`src/hw/rtl/pps_pkg.sv`:
```
`default_nettype none

package pps_pkg;

    localparam int QUEUE_DEPTH   = 16;
    localparam int ID_BITS       = 16;
    localparam int PRIORITY_BITS = 8;
    localparam int TIME_BITS     = 16;
    localparam int COUNT_BITS    = $clog2(QUEUE_DEPTH + 1);

    typedef enum logic [1:0] {
        OP_ARRIVE   = 2'd0,
        OP_RUN      = 2'd1,
        OP_DISPATCH = 2'd2,
        OP_IDLE     = 2'd3
    } op_t;

    typedef struct packed {
        logic [ID_BITS-1:0]       id;
        logic [PRIORITY_BITS-1:0] prio;
        logic [TIME_BITS-1:0]     rem;
    } entry_t;

    // per-cycle command broadcast to every queue cell
    typedef struct packed {
        logic ins;   // sorted insert of new entry
        logic push;  // push new entry onto head
        logic pop;   // remove head
    } cell_ctrl_t;

endpackage

`default_nettype wire

```
`src/hw/rtl/pps_cell.sv`:
```
`default_nettype none

module pps_cell (
    input  wire logic               clk,
    input  wire pps_pkg::cell_ctrl_t ctrl,
    input  wire pps_pkg::entry_t    new_entry,
    input  wire logic               occupied,
    input  wire pps_pkg::entry_t    left_entry,
    input  wire pps_pkg::entry_t    right_entry,
    input  wire logic               hit_in,
    output logic                    hit_out,
    output pps_pkg::entry_t         entry
);

    pps_pkg::entry_t entry_reg;
    pps_pkg::entry_t entry_next;
    logic            keep;
    logic            here;

    // insertion point is the first cell that is empty or not more urgent
    assign keep    = occupied && (entry_reg.prio < new_entry.prio);
    assign here    = ctrl.push | ~keep;
    assign hit_out = hit_in | here;
    assign entry   = entry_reg;

    always_comb
    begin
        entry_next = entry_reg;
        if (ctrl.pop)
        begin
            entry_next = right_entry;
        end
        else if (ctrl.ins || ctrl.push)
        begin
            if (hit_in)
            begin
                entry_next = left_entry;
            end
            else if (here)
            begin
                entry_next = new_entry;
            end
        end
    end

    always_ff @(posedge clk)
    begin
        entry_reg <= entry_next;
    end

endmodule

`default_nettype wire

```
`src/hw/rtl/preemptive_priority_scheduler.sv`:
```
`default_nettype none

// Preemptive priority scheduler: one running slot and a sorted ready queue
// held in a row of shift cells (lower priority value is more urgent).
// Command channel: a command transfers at a rising edge with start high and
// busy low. op selects arrival, run a time slice or dispatch; op 3 only
// reports the current state. busy is always low: every command finishes in
// the cycle it transfers, so one command per clock is sustained.
// Result channel: one result per command, on the result ports for exactly
// one cycle with done high, in the cycle after the command transfers
// (throughput 1 command per cycle). The ready queue compares the new
// entry in all cells at once and shifts them together, which sets this rate.
// The receiver cannot stall; a result not taken in its cycle is lost.
// Reset (rst_n low, asynchronous) empties the slot and the queue and clears
// done; no clearing pass is needed, so commands are taken right away.
// dropped flags an arrival or preempted task lost to a full queue.
module preemptive_priority_scheduler (
    input  wire logic                                clk,
    input  wire logic                                rst_n,
    input  wire logic                                start,
    output logic                                     busy,
    input  wire logic [1:0]                          op,
    input  wire logic [pps_pkg::ID_BITS-1:0]         task_id,
    input  wire logic [pps_pkg::PRIORITY_BITS-1:0]   task_priority,
    input  wire logic [pps_pkg::TIME_BITS-1:0]       work_amount,
    input  wire logic [pps_pkg::TIME_BITS-1:0]       slice_amount,
    output logic                                     done,
    output logic                                     running_valid,
    output logic [pps_pkg::ID_BITS-1:0]              running_id,
    output logic                                     finished,
    output logic [pps_pkg::ID_BITS-1:0]              finished_id,
    output logic [pps_pkg::COUNT_BITS-1:0]           queue_count,
    output logic                                     dropped,
    output logic                                     busy_res
);

    localparam int QD = pps_pkg::QUEUE_DEPTH;
    localparam int CB = pps_pkg::COUNT_BITS;

    logic                              accept;
    pps_pkg::op_t                      op_code;
    pps_pkg::entry_t                   arr;
    pps_pkg::entry_t                   slot_reg;
    pps_pkg::entry_t                   slot_next;
    logic                              slot_valid_reg;
    logic                              slot_valid_next;
    logic [CB-1:0]                     count_reg;
    logic [CB-1:0]                     count_next;
    logic                              full;
    logic                              fin;
    logic                              drop;
    pps_pkg::cell_ctrl_t               ctrl;
    pps_pkg::entry_t                   cell_new;
    pps_pkg::entry_t                   cells [QD];
    logic [QD:0]                       hit;
    logic [QD-1:0]                     occupied;

    logic                              done_reg;
    logic                              running_valid_reg;
    logic [pps_pkg::ID_BITS-1:0]       running_id_reg;
    logic                              finished_reg;
    logic [pps_pkg::ID_BITS-1:0]       finished_id_reg;
    logic [CB-1:0]                     queue_count_reg;
    logic                              dropped_reg;
    logic                              busy_res_reg;

    assign busy    = 1'b0;
    assign accept  = start & ~busy;
    assign op_code = pps_pkg::op_t'(op);
    assign arr     = '{id: task_id, prio: task_priority, rem: work_amount};
    assign full    = (count_reg == CB'(QD));

    always_comb
    begin
        slot_next       = slot_reg;
        slot_valid_next = slot_valid_reg;
        count_next      = count_reg;
        fin             = 1'b0;
        drop            = 1'b0;
        ctrl            = '0;
        cell_new        = arr;
        unique case (op_code)
            pps_pkg::OP_ARRIVE:
            begin
                if (!slot_valid_reg)
                begin
                    slot_valid_next = 1'b1;
                    slot_next       = arr;
                end
                else if (arr.prio < slot_reg.prio)
                begin
                    slot_next = arr;
                    cell_new  = slot_reg;
                    if (full)
                    begin
                        drop = 1'b1;
                    end
                    else
                    begin
                        ctrl.push  = 1'b1;
                        count_next = count_reg + CB'(1);
                    end
                end
                else if (full)
                begin
                    drop = 1'b1;
                end
                else
                begin
                    ctrl.ins   = 1'b1;
                    count_next = count_reg + CB'(1);
                end
            end
            pps_pkg::OP_RUN:
            begin
                if (slot_valid_reg)
                begin
                    if (slice_amount >= slot_reg.rem)
                    begin
                        fin             = 1'b1;
                        slot_valid_next = 1'b0;
                        slot_next       = '0;
                    end
                    else
                    begin
                        slot_next.rem = slot_reg.rem - slice_amount;
                    end
                end
            end
            pps_pkg::OP_DISPATCH:
            begin
                if (!slot_valid_reg && count_reg != '0)
                begin
                    slot_valid_next = 1'b1;
                    slot_next       = cells[0];
                    ctrl.pop        = 1'b1;
                    count_next      = count_reg - CB'(1);
                end
            end
            pps_pkg::OP_IDLE:
            begin
            end
            default:
            begin
            end
        endcase
        if (!accept)
        begin
            ctrl = '0;
        end
    end

    assign hit[0] = 1'b0;

    genvar gi;
    generate
        for (gi = 0; gi < QD; gi++)
        begin : g_cell
            pps_pkg::entry_t left_e;
            pps_pkg::entry_t right_e;

            assign occupied[gi] = (CB'(gi) < count_reg);

            if (gi == 0)
            begin : g_first
                assign left_e = cell_new;
            end
            else
            begin : g_mid_l
                assign left_e = cells[gi-1];
            end

            if (gi == QD - 1)
            begin : g_last
                assign right_e = '0;
            end
            else
            begin : g_mid_r
                assign right_e = cells[gi+1];
            end

            pps_cell u_cell (
                .clk         (clk),
                .ctrl        (ctrl),
                .new_entry   (cell_new),
                .occupied    (occupied[gi]),
                .left_entry  (left_e),
                .right_entry (right_e),
                .hit_in      (hit[gi]),
                .hit_out     (hit[gi+1]),
                .entry       (cells[gi])
            );
        end
    endgenerate

    always_ff @(posedge clk)
    begin
        if (accept)
        begin
            slot_reg          <= slot_next;
            running_id_reg    <= slot_valid_next ? slot_next.id : '0;
            finished_reg      <= fin;
            finished_id_reg   <= fin ? slot_reg.id : '0;
            queue_count_reg   <= count_next;
            dropped_reg       <= drop;
            busy_res_reg      <= slot_valid_next | (count_next != '0);
            running_valid_reg <= slot_valid_next;
        end
    end

    always_ff @(posedge clk or negedge rst_n)
    begin
        if (!rst_n)
        begin
            slot_valid_reg <= 1'b0;
            count_reg      <= '0;
            done_reg       <= 1'b0;
        end
        else
        begin
            done_reg <= accept;
            if (accept)
            begin
                slot_valid_reg <= slot_valid_next;
                count_reg      <= count_next;
            end
        end
    end

    assign done          = done_reg;
    assign running_valid = running_valid_reg;
    assign running_id    = running_id_reg;
    assign finished      = finished_reg;
    assign finished_id   = finished_id_reg;
    assign queue_count   = queue_count_reg;
    assign dropped       = dropped_reg;
    assign busy_res      = busy_res_reg;

`ifndef ASSERT_OFF
    a_count_range: assert property (@(posedge clk) disable iff (!rst_n)
        count_reg <= CB'(QD))
        else $error("ready queue count exceeds depth");

    a_done_follows: assert property (@(posedge clk) disable iff (!rst_n)
        accept |=> done)
        else $error("transferred command gave no result");

    a_fin_empties: assert property (@(posedge clk) disable iff (!rst_n)
        (done && finished) |-> (!running_valid && finished_id == $past(slot_reg.id)))
        else $error("finished task still in slot");

    a_drop_full: assert property (@(posedge clk) disable iff (!rst_n)
        (done && dropped) |-> (queue_count == CB'(QD)))
        else $error("drop reported with room in queue");

    a_empty_id: assert property (@(posedge clk) disable iff (!rst_n)
        (done && !running_valid) |-> (running_id == '0))
        else $error("empty slot reports an id");
`endif

endmodule

`default_nettype wire
```
`config.mk`:
```
export PLATFORM = sky130hd
export DESIGN_NAME = preemptive_priority_scheduler
export DESIGN_NICKNAME = d
export VERILOG_FILES = /design/src/hw/rtl/pps_pkg.sv /design/src/hw/rtl/pps_cell.sv /design/src/hw/rtl/preemptive_priority_scheduler.sv
export SDC_FILE = /design/constraint.sdc
export NUM_CORES = 2
export LEC_CHECK = 0
export BUFFER_PORTS_ARGS = -buffer_cell sky130_fd_sc_hd__buf_2
export CORE_MARGIN = 2
export CORE_UTILIZATION = 30
export CTS_CLUSTER_SIZE = 30
export DETAILED_ROUTE_END_ITERATION = 7
export GPL_ROUTABILITY_DRIVEN = 0
export PLACE_DENSITY = 0.49
export SETUP_SLACK_MARGIN = 0.02
export SYNTH_ARGS = -nofsm -noshare
export SYNTH_HDL_FRONTEND = slang
export SYNTH_SLANG_ARGS = --single-unit
```
`constraint.sdc`:
```
create_clock -name clk -period 9.5 [get_ports clk]
set_clock_uncertainty 0.1 [all_clocks]
set_input_delay 1.9 -clock clk [delete_from_list [all_inputs] [get_ports clk]]
set_output_delay 1.9 -clock clk [all_outputs]
set_load 0.05 [all_outputs]
```
After elaboration in Yosys (flattened, before gate mapping)
Cells that the tools add are included.
Widths: inputs -> output; s select.
{"block": "op_classes", "add_sub_neg": 3, "n_lt_le_gt_ge": 34, "n_eq_ne": 7, "muxes": 91, "bitwise_logic": 47, "n_reduce_logical": 59}
{"op": "$mux 40", "n": 68}
{"op": "$lt 8x8->1", "n": 17}
{"op": "$pmux 40 s3", "n": 1}
{"op": "$reduce_bool 3->1", "n": 15}
{"op": "$lt 4x5->1 const A", "n": 8}
{"op": "$reduce_and 2->1", "n": 17}
{"op": "$or 1x1->1", "n": 31}
{"op": "$mux 24", "n": 1}
{"op": "$lt 3x5->1 const A", "n": 4}
{"op": "$logic_and 1x1->1", "n": 17}
{"op": "$ge 16x16->1", "n": 1}
{"op": "$mux 16", "n": 1}
{"op": "$not 1->1", "n": 16}
{"op": "$sub 16x16->16", "n": 1}
{"op": "$mux 5", "n": 3}
{"op": "$mux 1", "n": 12}
{"op": "$lt 1x5->1 const A", "n": 2}
{"op": "$lt 2x5->1 const A", "n": 2}
{"op": "$pmux 5 s2", "n": 1}
{"op": "$reduce_bool 5->1", "n": 2}
{"op": "$ne 2x2->1 const B", "n": 3}
{"op": "$reduce_and 6->1", "n": 1}
{"op": "$reduce_bool 2->1", "n": 3}
{"op": "$add 5x1->5 const B", "n": 1}
{"op": "12 further kinds", "n": 13}
{"block": "totals", "regBits": 728, "in_bits": 61, "output_inout_bits": 43, "wordCells": 302}

Depth between registers and ports, before layout
{"block": "depth", "ltp_word": 24, "depth_mapped": 27, "depth_no_buf": 20}

By module
From an unflattened synthesis, not the netlist that was laid out.
{"block": "unflattened", "cells_unflattened": 3901, "hier_area_um2": 41941.5}
{"mod": "pps_cell", "instances": 16, "cells_each": 201, "area_each_um2": 2217.1, "seq_area_each_um2": 1201.2}
{"mod": "preemptive_priority_scheduler", "instances": 1, "cells_each": 685, "area_each_um2": 6467.5, "seq_area_each_um2": 2607.5}

Least setup slack after synthesis
OpenSTA, ideal clock, no wires.
{"block": "synth_timing", "kind": "in2reg", "from": "in task_priority[7] (netlist bit)", "to": "reg g_cell[12].u_cell.entry_reg, in the netlist g_cell[12].u_cell.entry[0], enable pin", "setup_ps": 493, "t_arrival_ps": 8992, "required_time_ps": 8907, "path_slack_ps": -85, "cell_stages": 24, "path_buffers": 7, "path_cell_list": "ha_1 and4_1 o21ai_2 o21ai_2 buf_6 clkbuf_1 nor2_1 a21o_1 inv_1 clkbuf_1 ha_1 nor3b_1 o211ai_1 o221ai_1 maj3_1 o211ai_1 or4_1 buf_2 nor3b_2 buf_4 and3_1 buf_6 buf_8 o21ai_0"}
{"block": "synth_between", "elab_chain_cells": 21, "elab_cells_between_ends": 76, "cone_classes": "order compare: 14; mux: 8; bitwise: 37; reduce/logical: 17"}
{"item": "start, declared", "line_no": "preemptive_priority_scheduler.sv:24", "text": "input wire logic [pps_pkg::PRIORITY_BITS-1:0] task_priority,"}
{"item": "$lt 8x8->1", "line_no": "preemptive_priority_scheduler.sv:90", "text": "else if (arr.prio < slot_reg.prio)"}
{"item": "$mux 40", "line_no": "preemptive_priority_scheduler.sv:90"}
{"item": "$mux 40", "line_no": "preemptive_priority_scheduler.sv:85", "text": "if (!slot_valid_reg)"}
{"item": "$mux 40", "line_no": "preemptive_priority_scheduler.sv:82", "text": "unique case (op_code)"}
{"item": "$lt 8x8->1", "line_no": "pps_cell.sv:21", "text": "assign keep = occupied && (entry_reg.prio < new_entry.prio);"}
{"item": "$logic_and 1x1->1", "line_no": "pps_cell.sv:21"}
{"item": "$not 1->1", "line_no": "pps_cell.sv:22", "text": "assign here = ctrl.push | ~keep;"}
{"item": "$or 1x1->1", "line_no": "pps_cell.sv:22"}
{"item": "$or 1x1->1 (11 in series)", "line_no": "pps_cell.sv:23", "text": "assign hit_out = hit_in | here;"}
{"item": "$reduce_bool 3->1 (no source line)"}
{"item": "$reduce_and 2->1 (no source line) *"}
{"item": "end signal, assigned", "line_no": "pps_cell.sv:48", "text": "entry_reg <= entry_next;"}
{"item": "end, declared", "line_no": "pps_cell.sv:15", "text": "pps_pkg::entry_t entry_reg;"}
Every way passes the cells marked *; elsewhere a longest branch is shown, timed or not.
A chain may end at the register's enable or synchronous reset.

Worst setup path in the final report
{"block": "layout_timing", "from": "in task_priority[7] (netlist bit)", "to": "reg g_cell[14].u_cell.entry_reg, in the netlist g_cell[14].u_cell.entry[6], enable pin"}
{"block": "layout_between", "elab_chain_cells": 23, "elab_cells_between_ends": 86, "cone_classes": "order compare: 16; mux: 8; bitwise: 43; reduce/logical: 19"}
{"item": "$lt 8x8->1", "line_no": "preemptive_priority_scheduler.sv:90"}
{"item": "$mux 40", "line_no": "preemptive_priority_scheduler.sv:90"}
{"item": "$mux 40", "line_no": "preemptive_priority_scheduler.sv:85"}
{"item": "$mux 40", "line_no": "preemptive_priority_scheduler.sv:82"}
{"item": "$lt 8x8->1", "line_no": "pps_cell.sv:21"}
{"item": "$logic_and 1x1->1", "line_no": "pps_cell.sv:21"}
{"item": "$not 1->1", "line_no": "pps_cell.sv:22"}
{"item": "$or 1x1->1", "line_no": "pps_cell.sv:22"}
{"item": "$or 1x1->1 (13 in series)", "line_no": "pps_cell.sv:23"}
{"item": "$reduce_bool 3->1 (no source line)"}
{"item": "$reduce_and 2->1 (no source line) *"}
{"item": "end signal, assigned", "line_no": "pps_cell.sv:48"}
{"item": "end, declared", "line_no": "pps_cell.sv:15"}
Marked as above.

==> summary.md <==
| Metric | Value |
|---|---|
| Num Clock Sinks | `around 730` |
| CP Class | `in2reg` |
| Startpoint Class | `input pin` |
| Die Y | `368 um` |
| Post-synthesis cell type count | `just under 80` |
| Min setup slack post-route | `between 1500 and 2000 ps` |
| H-tree lvl count | `3` |
| Max FFs per register | `640` |
| Die Area | `136000 um^2` |
| Crit end category | `register` |
| Power Density | `approximately 210 nW/um^2` |
| TritonCTS buffer count | `88` |
| Clock share of power | `0.366` |
| Number of synthesis warnings | `0` |
| Synthesized net count | `around 4400` |
| DP HPWL | `between 80000 and 90000 um` |
| Leakage | `roughly 15 nW` |
| CP max FO | `28` |
| Worst min path class | `reg2reg` |
| Post-CTS setup buffers | `0` |
| I/O Buffers | `102` |
| Final hold slack | `between 300 and 400 ps` |
| Endpoints failing setup | `0` |
| Fillers | `between 10000 and 15000` |
| Critical Path RT | `around 10000 ps` |
| Multi-input logic area | `16900 um^2` |
| RR Startpoint | `slot_valid_reg$_DFFE_PN0P_` |
| Core ar. | `around 130000 um^2` |
| Clock latency on the worst-skew pair | `690 ps` |
| Syn-to-layout area delta | `13.1%` |
| Buf/Inv on CP | `4` |
| Cells along the critical path | `buf_2 > ha_1 > and4_1 > o21ai_2 > o21ai_4 > buf_4 > nor2_1 > a21o_1 > inv_1 > ha_1 > and4_1 > a32o_1 > a2111oi_0 > nand3_1 > nor4_1 > nand4_1 > or2_2 > nand2_1 > nand2_2 > buf_4` |
| Std cell rows | `~130` |
| Post-CTS sizing | `0` |
| DR pass1 iterations | `6` |
| DRC Markers | `0` |
| Sequential fraction of the synthesis area | `0.538` |
| Worst path max stage delay | `~730 ps` |
| Ys async rst share | `0.00962` |
| Die span in x | `between 300 and 400 um` |
| Initial core utilization | `0.302` |
| Share of cells above drive strength 1 | `0.0919` |
| DP Worst Slack | `a little under 900 ps` |
| Root Driver | `clkbuf_16` |
| Nets@finish | `about 4300` |
| Vias per inst | `~5.2` |
| Seq cells post-synth | `728` |
| Io pins | `~100` |
| Final Max Tran Viols | `0` |
| Cell-internal power | `between 6 and 7 mW` |
| Setup TNS | `0 ps` |
| Vias in the first global route | `just under 30000` |
| Total grt overflow | `0` |
| Final hold vios | `0` |
| Gr usage total | `0.181` |
| Global-route wire length before repair | `between 150000 and 200000 um` |
| Mapped Avg Cell Area | `between 9 and 10 um^2` |
| Via count | `approximately 31000` |
| Hold buffers post-CTS | `0` |
| CTS Buffer Depth | `3` |
| Relative slew slack | `0.132` |
| Post-synth EDFFs | `681` |
| Worst Max-Slew Pin Slew | `approximately 1300 ps` |
| Data arrival, critical path | `slightly above 8000 ps` |
| CP max-delay cell | `nor4_1` |
| Status | `complete, no violations` |
| Wire length per cell | `~21 um` |
| Hold Path Origin | `g_cell[15].u_cell.entry[15]$_SDFFE_PP0P_` |
| Peak supply drop | `0.138 mV` |
| RSZ-0062 raised after global routing | `no` |
| Sequential Power Share | `0.440` |
| Antenna violations before repair | `2` |
| Drt initial violations | `just over 3000` |
| Cells after Synth | `approximately 4200` |
| CTS clk-pin slew, worst paths | `approximately 60 ps` |
| Final Cycle Share | `0.840` |
| Post-DRT Antenna Nets | `0` |
| Sw frac | `0.309` |
| Main synth FF type | `edfxtp_1` |
| TritonCTS clock tree | `yes` |
| Comb power frac | `0.193` |
| Fin crit period | `7980 ps` |
| CP Launch Point | `task_priority[7]` |
| Sw power | `approximately 3 mW` |
| Fmax | `0.125 GHz` |
| Critical path's top delay family | `simple AND/OR/NAND/NOR gates` |
| Max cap viols | `0` |
| Final WL | `~130000 um` |
| Synth Cell Area | `39800 um^2` |
| Largest net degree at the start of global routing | `roughly 300` |
| Register area | `roughly 21000 um^2` |
## cells by family after synthesis
family | share of synthesized area
other cells | 0.0000942
fa+ha+maj | 0.0419
flops | 0.538
mux | 0.0430
xor+xnor | 0.00330
buf+inv | 0.0427
simple gates | 0.153
compound gates | 0.178
## area by class of cell
cell class | count | share of cell area
Multi-Input combinational cell | 3050 | 0.376
Clock inverter | 35 | 0.00976
Clock buffer | 126 | 0.0557
Timing Repair Buffer | 183 | 0.0280
Inverter | 68 | 0.00567
Sequential cell | 728 | 0.476
Antenna cell | 1 | 0.0000556
Tap cell | 1755 | 0.0488
## layer usage
layer	track usage	vias up	part of all wire	wire, um
li1	-	14900	-	-
met1	0.266	14800	0.48	60600
met2	0.276	910	0.44	54600
met3	0.0263	153	0.054	6750
met4	0.0485	0	0.026	3200
met5	0	-	0	0
## worst min-delay path, cell delays in order, from the launching register on
cell	delay, ps
dfxtp_1	320
nand2_1	50
o311ai_1	60
## worst paths after layout
| path | end | slack [ps] | cells past startpoint |
|---|---|---|---|
| max in group asynchronous | slot_valid_reg$_DFFE_PN0P_ | 8150 | 1 |
| worst min-delay path | g_cell[15].u_cell.entry[15]$_SDFFE_PP0P_ | 360 | 2 |
| worst min register to register | g_cell[15].u_cell.entry[15]$_SDFFE_PP0P_ | 360 | 2 |
| worst max register to register | g_cell[14].u_cell.entry[6]$_DFFE_PP_ | 2350 | 17 |
| min in group asynchronous | count_reg[4]$_DFFE_PN0P_ | 980 | 1 |
| worst max-delay path | g_cell[14].u_cell.entry[6]$_DFFE_PP_ | 1520 | 20 |
## synth_stat cells, drive strengths merged (13+ instances only)
| master | n | area [um^2] |
|---|---|---|
| nor3b | 19 | 163 |
| nand2 | 1012 | 3800 |
| inv | 68 | 255 |
| or3b | 13 | 114 |
| edfxtp | 681 | 20400 |
| a21o | 26 | 195 |
| a22oi | 16 | 120 |
| clkbuf | 299 | 1120 |
| a21oi | 192 | 972 |
| nor2b | 19 | 119 |
| dfxtp | 40 | 801 |
| mux2i | 165 | 1660 |
| nor2 | 211 | 792 |
| a222oi | 16 | 160 |
| buf | 44 | 323 |
| o21ai | 897 | 4500 |
| a211oi | 16 | 120 |
| nand3 | 55 | 275 |
| ha | 122 | 1530 |
| o311ai | 41 | 359 |
| and2 | 55 | 344 |
## layout by cell type, fill, tap and decap left out, types with 23 or more instances in the layout
master / n
nand2_1: 1009
o21ai_0: 763
edfxtp_1: 681
nor2_1: 209
a21oi_1: 191
mux2i_1: 164
ha_1: 122
o21ai_1: 121
buf_2: 101
clkbuf_16: 89
buf_4: 71
inv_1: 68
nand3_1: 55
and2_1: 53
dfxtp_1: 40
o311ai_0: 37
a21o_1: 25
clkbuf_1: 23
## power by group through the flow
stage	clock, mW	combinational (mW)	sequential [mW]
finish	3.47	1.83	4.17
CTS	3.55	1.83	4.17
detailed placement	0	1.83	4.23
global placement	0	1.81	4.23
global route	3.67	2.03	4.21
floorplan	0	1.15	4.22
## stage by stage
stage / util / power, mW / std cells / instance area, um^2
4_1_cts: 0.342 / 9.56 / 5945 / 45000
5_1_grt: 0.342 / 9.91 / 5945 / 45000
6_report: 0.342 / 9.48 / 5946 / 45000
2_1_floorplan: - / 5.37 / 4189 / 39800
3_5_place_dp: 0.320 / 6.06 / 5784 / 42100
3_3_place_gp: 0.320 / 6.04 / 5784 / 42100
Note: power is estimated with default switching activity, not from simulation.
